==> config.mk <==
export PLATFORM = sky130hd
export DESIGN_NAME = atme_lane
export DESIGN_NICKNAME = d
export VERILOG_FILES = /design/src/rtl/core/atme_pkg.sv /design/src/rtl/core/atme_lane.sv
export SDC_FILE = /design/constraint.sdc
export NUM_CORES = 2
export LEC_CHECK = 0
export BUFFER_PORTS_ARGS = -buffer_cell sky130_fd_sc_hd__buf_2
export CAP_MARGIN = 20
export CELL_PAD_IN_SITES_DETAIL_PLACEMENT = 0
export CELL_PAD_IN_SITES_GLOBAL_PLACEMENT = 1
export CORE_MARGIN = 8
export CORE_UTILIZATION = 47
export CTS_CLUSTER_SIZE = 40
export DETAILED_ROUTE_END_ITERATION = 8
export PLACE_DENSITY_LB_ADDON = 0.1
export RECOVER_POWER = 50
export SLEW_MARGIN = 10
export SYNTH_ARGS = -nofsm -noshare
export SYNTH_HDL_FRONTEND = slang
export SYNTH_SLANG_ARGS = --single-unit
==> constraint.sdc <==
create_clock -name clk -period 9 [get_ports clk]
set_input_delay 1.8 -clock clk [delete_from_list [all_inputs] [get_ports clk]]
set_output_delay 1.8 -clock clk [all_outputs]
set_load 0.02 [all_outputs]
==> src/rtl/core/atme_pkg.sv <==
// Shared types, opcodes and saturation helper for the matrix engine.
package atme_pkg;

  localparam int DATA_W = 32;
  localparam int COEF_W = 33;
  localparam int ACC_W  = 64;

  localparam logic [3:0] OP_IDENT = 4'd0;
  localparam logic [3:0] OP_WRITE = 4'd1;
  localparam logic [3:0] OP_ROTX  = 4'd2;
  localparam logic [3:0] OP_ROTY  = 4'd3;
  localparam logic [3:0] OP_ROTZ  = 4'd4;
  localparam logic [3:0] OP_TRANS = 4'd5;
  localparam logic [3:0] OP_SCALE = 4'd6;
  localparam logic [3:0] OP_INV   = 4'd7;
  localparam logic [3:0] OP_XFORM = 4'd8;
  localparam logic [3:0] OP_READ  = 4'd9;

  typedef logic signed [DATA_W-1:0] q_t;
  typedef logic signed [COEF_W-1:0] coef_t;
  typedef logic signed [ACC_W-1:0]  acc_t;

  typedef struct packed {
    logic load;
    logic accum;
    logic neg;
  } lane_ctl_t;

  localparam acc_t SAT_MAX = acc_t'(64'sh0000_0000_7FFF_FFFF);
  localparam acc_t SAT_MIN = acc_t'(-64'sh0000_0000_8000_0000);

  function automatic q_t sat32(acc_t v);
    q_t r;
    if (v > SAT_MAX) begin
      r = q_t'(SAT_MAX);
    end else if (v < SAT_MIN) begin
      r = q_t'(SAT_MIN);
    end else begin
      r = v[DATA_W-1:0];
    end
    return r;
  endfunction

endpackage

==> src/rtl/core/atme_lane.sv <==
// One multiply-accumulate lane: registered product, accumulator, saturation.
module atme_lane
  import atme_pkg::*;
#(
  parameter int FRAC_BITS = 16
) (
  input  logic      clk,
  input  lane_ctl_t ctl,
  input  q_t        addend,
  input  coef_t     coef,
  input  q_t        ent_v,
  output q_t        result
);

  logic signed [COEF_W+DATA_W-1:0] prod_r;
  acc_t acc_r;
  acc_t acc_nxt;
  acc_t prod_sh;

  // arithmetic shift rounds toward minus infinity
  assign prod_sh = acc_t'(prod_r >>> FRAC_BITS);

  always_comb begin
    acc_nxt = acc_r;
    if (ctl.load) begin
      acc_nxt = acc_t'(addend);
    end else if (ctl.accum) begin
      acc_nxt = acc_r + prod_sh;
    end
  end

  always_ff @(posedge clk) begin
    prod_r <= coef * ent_v;
    acc_r  <= acc_nxt;
  end

  assign result = sat32(ctl.neg ? -acc_r : acc_r);

endmodule

# Yosys cells after proc, flatten, opt, wreduce, memory -nomap -nowiden
# Index checks and enable logic that the tools add are counted.
word_totals:
  register_bits: 129
  in_bits: 101
  wordCells: 13
op_classes:
  add_sub_neg: 2
  mul: 1
  n_lt_le_gt_ge: 2
  mux: 5
  n_reduce_logical: 1
ops:
  columns: ["cell", "n"]
  rows:
  - ["$mux 64", 3]
  - ["$mul 33x32->65", 1]
  - ["$add 64x49->64", 1]
  - ["$gt 64x32->1 const B", 1]
  - ["$lt 64x32->1 const B", 1]
  - ["$mux 32", 2]
  - ["$neg 64->64", 1]
  - ["$reduce_bool 2->1", 1]

# Depth between registers and ports, before layout
logic_depth:
  depth_word: 5
  mapped_depth: 29
  depth_no_buf: 28

# Worst setup path after synthesis
# No wires, ideal clock.
synth_timing:
  path_type: "input to register"
  start: "input port ent_v[3]"
  end: "register prod_r[57]"
  arrival_ns: 9.241
  slack_ns: -0.313
  cell_stages: 23
  cell_sequence: "clkbuf_1 > and2_1 > fa_1 > fa_1 > fa_1 > fa_1 > fa_1 > fa_1 > fa_1 > fa_1 > ha_1 > clkbuf_1 > and4_1 > and4_1 > and4_1 > nor2b_1 > o31ai_1 > nand2_1 > or2_2 > a311oi_1 > o21ai_0 > a221oi_1 > xnor2_1"
synth_between:
  elab_chain_cells: 1
synth_lines:
  columns: ["item", "line", "rtl"]
  rows:
  - ["from (decl)", "atme_lane.sv:11", "input q_t ent_v,"]
  - ["$mul 33x32->65", "atme_lane.sv:33", "prod_r <= coef * ent_v;"]
  - ["to (signal assigned)", "atme_lane.sv:33", null]
  - ["to (decl)", "atme_lane.sv:15", "logic signed [COEF_W+DATA_W-1:0] prod_r;"]
# No other way between the ends.
# A chain may end at the register's enable or synchronous reset.

# Worst setup path in the final report
layout_timing:
  start: "input port coef[13]"
  end: "register prod_r[57]"
layout_between:
  elab_chain_cells: 1
layout_lines:
  columns: ["item", "line", "rtl"]
  rows:
  - ["from (decl)", "atme_lane.sv:10", "input coef_t coef,"]
  - ["$mul 33x32->65", "atme_lane.sv:33", null]
# No other way between the ends.

==> summary.md <==
| Metric | Value |
|---|---|
| Outcome | complete, but fails checks |
| Violated checks | max-capacitance violations, max-slew violations |
| Starting Density | between 40% and 50% |
| Total core area | between 90000 and 100000 um2 |
| Ranking of synthesized cells by area | fa_1 (49%), inv_1 (8.3%), and2_1 (7.5%) |
| Die W | approximately 330 um |
| Reg2Reg Depth | 14 |
| Yosys cell types | between 80 and 90 |
| Area Overhead vs Synth | 15.65% |
| R2r setup slk | 4.74 ns |
| Layout Skew | 0.01448 ns |
| CP top delay family | adder cells |
| Fin util | a little over half |
| CP Class | primary input to flip-flop |
| Layout cells sized above 1 | between 10% and 20% |
| Register area share after synthesis | between 6 and 7% |
| Hold buffer count at cts | 0 |
| Antenna violations before repair | 4 |
| Routed len/inst | about 21 um |
| Pre-antenna DRT Iters | 5 |
| Grt ovf | 0 |
| Synth Register Bits | 113 |
| CP endpoint kind | flip-flop |
| Clk buf depth | 2 |
| DR iter-0 viols | 2353 |
| Nets | around 6700 |
| R2r endpoint | acc_r[42] |
| Hold Violations, Final | 0 |
| Vias | approximately 34000 |
| Register area | ~2900 um2 |
| Most instantiated cells after synthesis | fa_1 (1112), inv_1 (1000), nand2_1 (614) |
| Final GP Congestion | roughly 0.9 |
| Critical Path Sink | prod_r[57] |
| CTS root buf | clkbuf_16 |
| CTS Sinks | 113 |
| Most frequent cell after synthesis | fa_1 |
| RR Startpoint | acc_r[0] |
| Final HPWL DP | 117.7 mm |
| Row cnt | ~110 |
| Syn Std Cell Area | roughly 45000 um2 |
| Antenna-violating nets left | 0 |
| Overall Global Routing Usage | between 20% and 30% |
| Slowest-stage cell, CP | fa_2 |
| H-tree levels | 4 |
| Post-synth top flop | edfxtp_1 |
| Max-cap viol count | 3 |
| Slowest stage delay, CP | about 0.63 ns |
| Worst rel slew slack | -138.5% |
| Port bufs | 132 |
| Critical Path Start Type | primary input |
| CP Data Required Time | about 9.3 ns |
| # fillers | around 8900 |
| Number of synthesis warnings | 0 |
| Crit path from | coef[13] |
| Reg clk slew, reported paths | ~0.05 ns |
| Critical Path Stages | 26 |
| DP Area | 50510 um2 |
| Crit path max fanout | 9 |
| Hold/Removal Path Class | flip-flop to flip-flop |
| First-pass GRT wire length | roughly 210 mm |
| CTS Buf Count | 17 |
| Die Area | ~110000 um2 |
| Tcrit/Tclk final | 97.65% |
| Crit-path most repeated cell | fa_1 |
| Worst-margin pin slew | roughly 3.6 ns |
| # IOs | approximately 130 |
| Post-synth top area share | between 40% and 50% |
| CTS tree | done |
| WP buf/inv | 5 |
| Final WL | 135.8 mm |
| Area of the multi-input gates | between 30000 and 40000 um2 |
| Number of global-route vias before repair | roughly 36000 |
| Largest net degree at the start of global routing | 70 |
| Final Cell Area | 52140 um2 |
| Setup ws final | 0.2117 ns |
| Synthesized area per cell | ~9.3 um2 |
| Post-layout minimum cycle time | a little under 9 ns |
| Residual DRC | 0 |
| Clk Latency, worst-skew pair | about 0.43 ns |
| Worst path arrival time | roughly 9.1 ns |
| Final Max Slew Viols | 160 |
| Vias per cell | between 5 and 6 |
| Cell taking the most area after synthesis | fa_1 |
| Synthesized net count | roughly 6300 |
| Die outline height | roughly 330 um |
| Post-place setup slack | -0.5495 ns |
| Max frequency | roughly 110 MHz |
| Final setup fails | 0 |
| Synth Instances | approximately 4900 |
| Number of synthesized flops with an enable pin | 64 |
| Synth async-reset ratio | 0% |
==> final cells by class <==
cell class,instances,share of cell area [%]
diodes,2,0.009598
multi-input cells,3494,72.44
clock buffers,23,1.039
flip-flops and latches,113,5.567
clock inverters,9,0.2592
inverters,1001,7.220
well taps,1265,3.035
repair buffers,617,10.43
==> worst register-to-register path, delay by kind of cell (launching register included) <==
family	cells	cell delay [ns]
fa+ha+maj	2	0.61
buf+inv	1	0.06
xor+xnor	1	0.14
compound gates	9	2.59
flops	1	0.41
simple gates	1	0.12
==> how the worst min path moves through the flow <==
stage,slack (ns),from,depth (start not counted),end
3_3_place_gp,0.65,prod_r[16],2,acc_r[0]
2_1_floorplan,0.63,prod_r[16],2,acc_r[0]
4_1_cts,0.67,prod_r[16],2,acc_r[0]
5_1_grt,0.69,prod_r[16],2,acc_r[0]
3_5_place_dp,0.66,prod_r[16],2,acc_r[0]
6_report,0.66,prod_r[16],2,acc_r[0]
==> sequential cells by signal, indices dropped and copies added, names as in the netlist <==
signal	flops
prod_r	49
acc_r	64
==> cell usage in the layout, fill, tap and decap left out, types with 85 or more instances in the layout <==
cell type / instances
ha_1: 241
buf_2: 102
fa_1: 1090
buf_4: 412
inv_1: 992
nor2_1: 98
and2_1: 531
xor2_1: 85
a21oi_1: 112
nand2_1: 611
o21ai_0: 133
xnor2_1: 85
==> per-layer routing <==
| metal | global-route usage, % | wire length [um] | share of wire, % |
|---|---|---|---|
| met1 | 38.24 | 63560 | 47 |
| met2 | 36.89 | 56810 | 42 |
| met3 | 6.664 | 12970 | 9.6 |
| met4 | 3.797 | 2411 | 1.8 |
| met5 | 0 | 13 | 0.0096 |
==> through the flow <==
step / hold slack (ns) / TNS, ns / std cells
CTS: 0.6702 / -0.02074 / 6490
detailed placement: 0.6572 / -6.931 / 6457
floorplan: 0.6322 / -0.03335 / 4854
global route: 0.6917 / -0.08284 / 6522
finish: 0.6642 / 0 / 6524
global placement: 0.6534 / -5.291 / 6457
==> cell families after synthesis <==
| logic type | count (synthesis) | share of synthesized area (%) |
|---|---|---|
| simple gates | 1450 | 16.34 |
| fa+ha+maj | 1358 | 56.20 |
| buf+inv | 1247 | 10.45 |
| compound gates | 510 | 7.129 |
| xor+xnor | 170 | 3.302 |
| flops | 113 | 6.438 |
| mux | 6 | 0.1415 |
==> timing repair <==
item | in CTS | in global routing
setup buffers | 1 | 20
cloned | 0 | 12
endpoints found under the hold margin | 0 | 0
pin swaps | 1 | 81
setup endpoints to repair | 4 | 21
gates resized for setup | 6 | 144
Power is not shown: default switching activity piles up to over one toggle a cycle in this logic, so the estimate is an artifact.
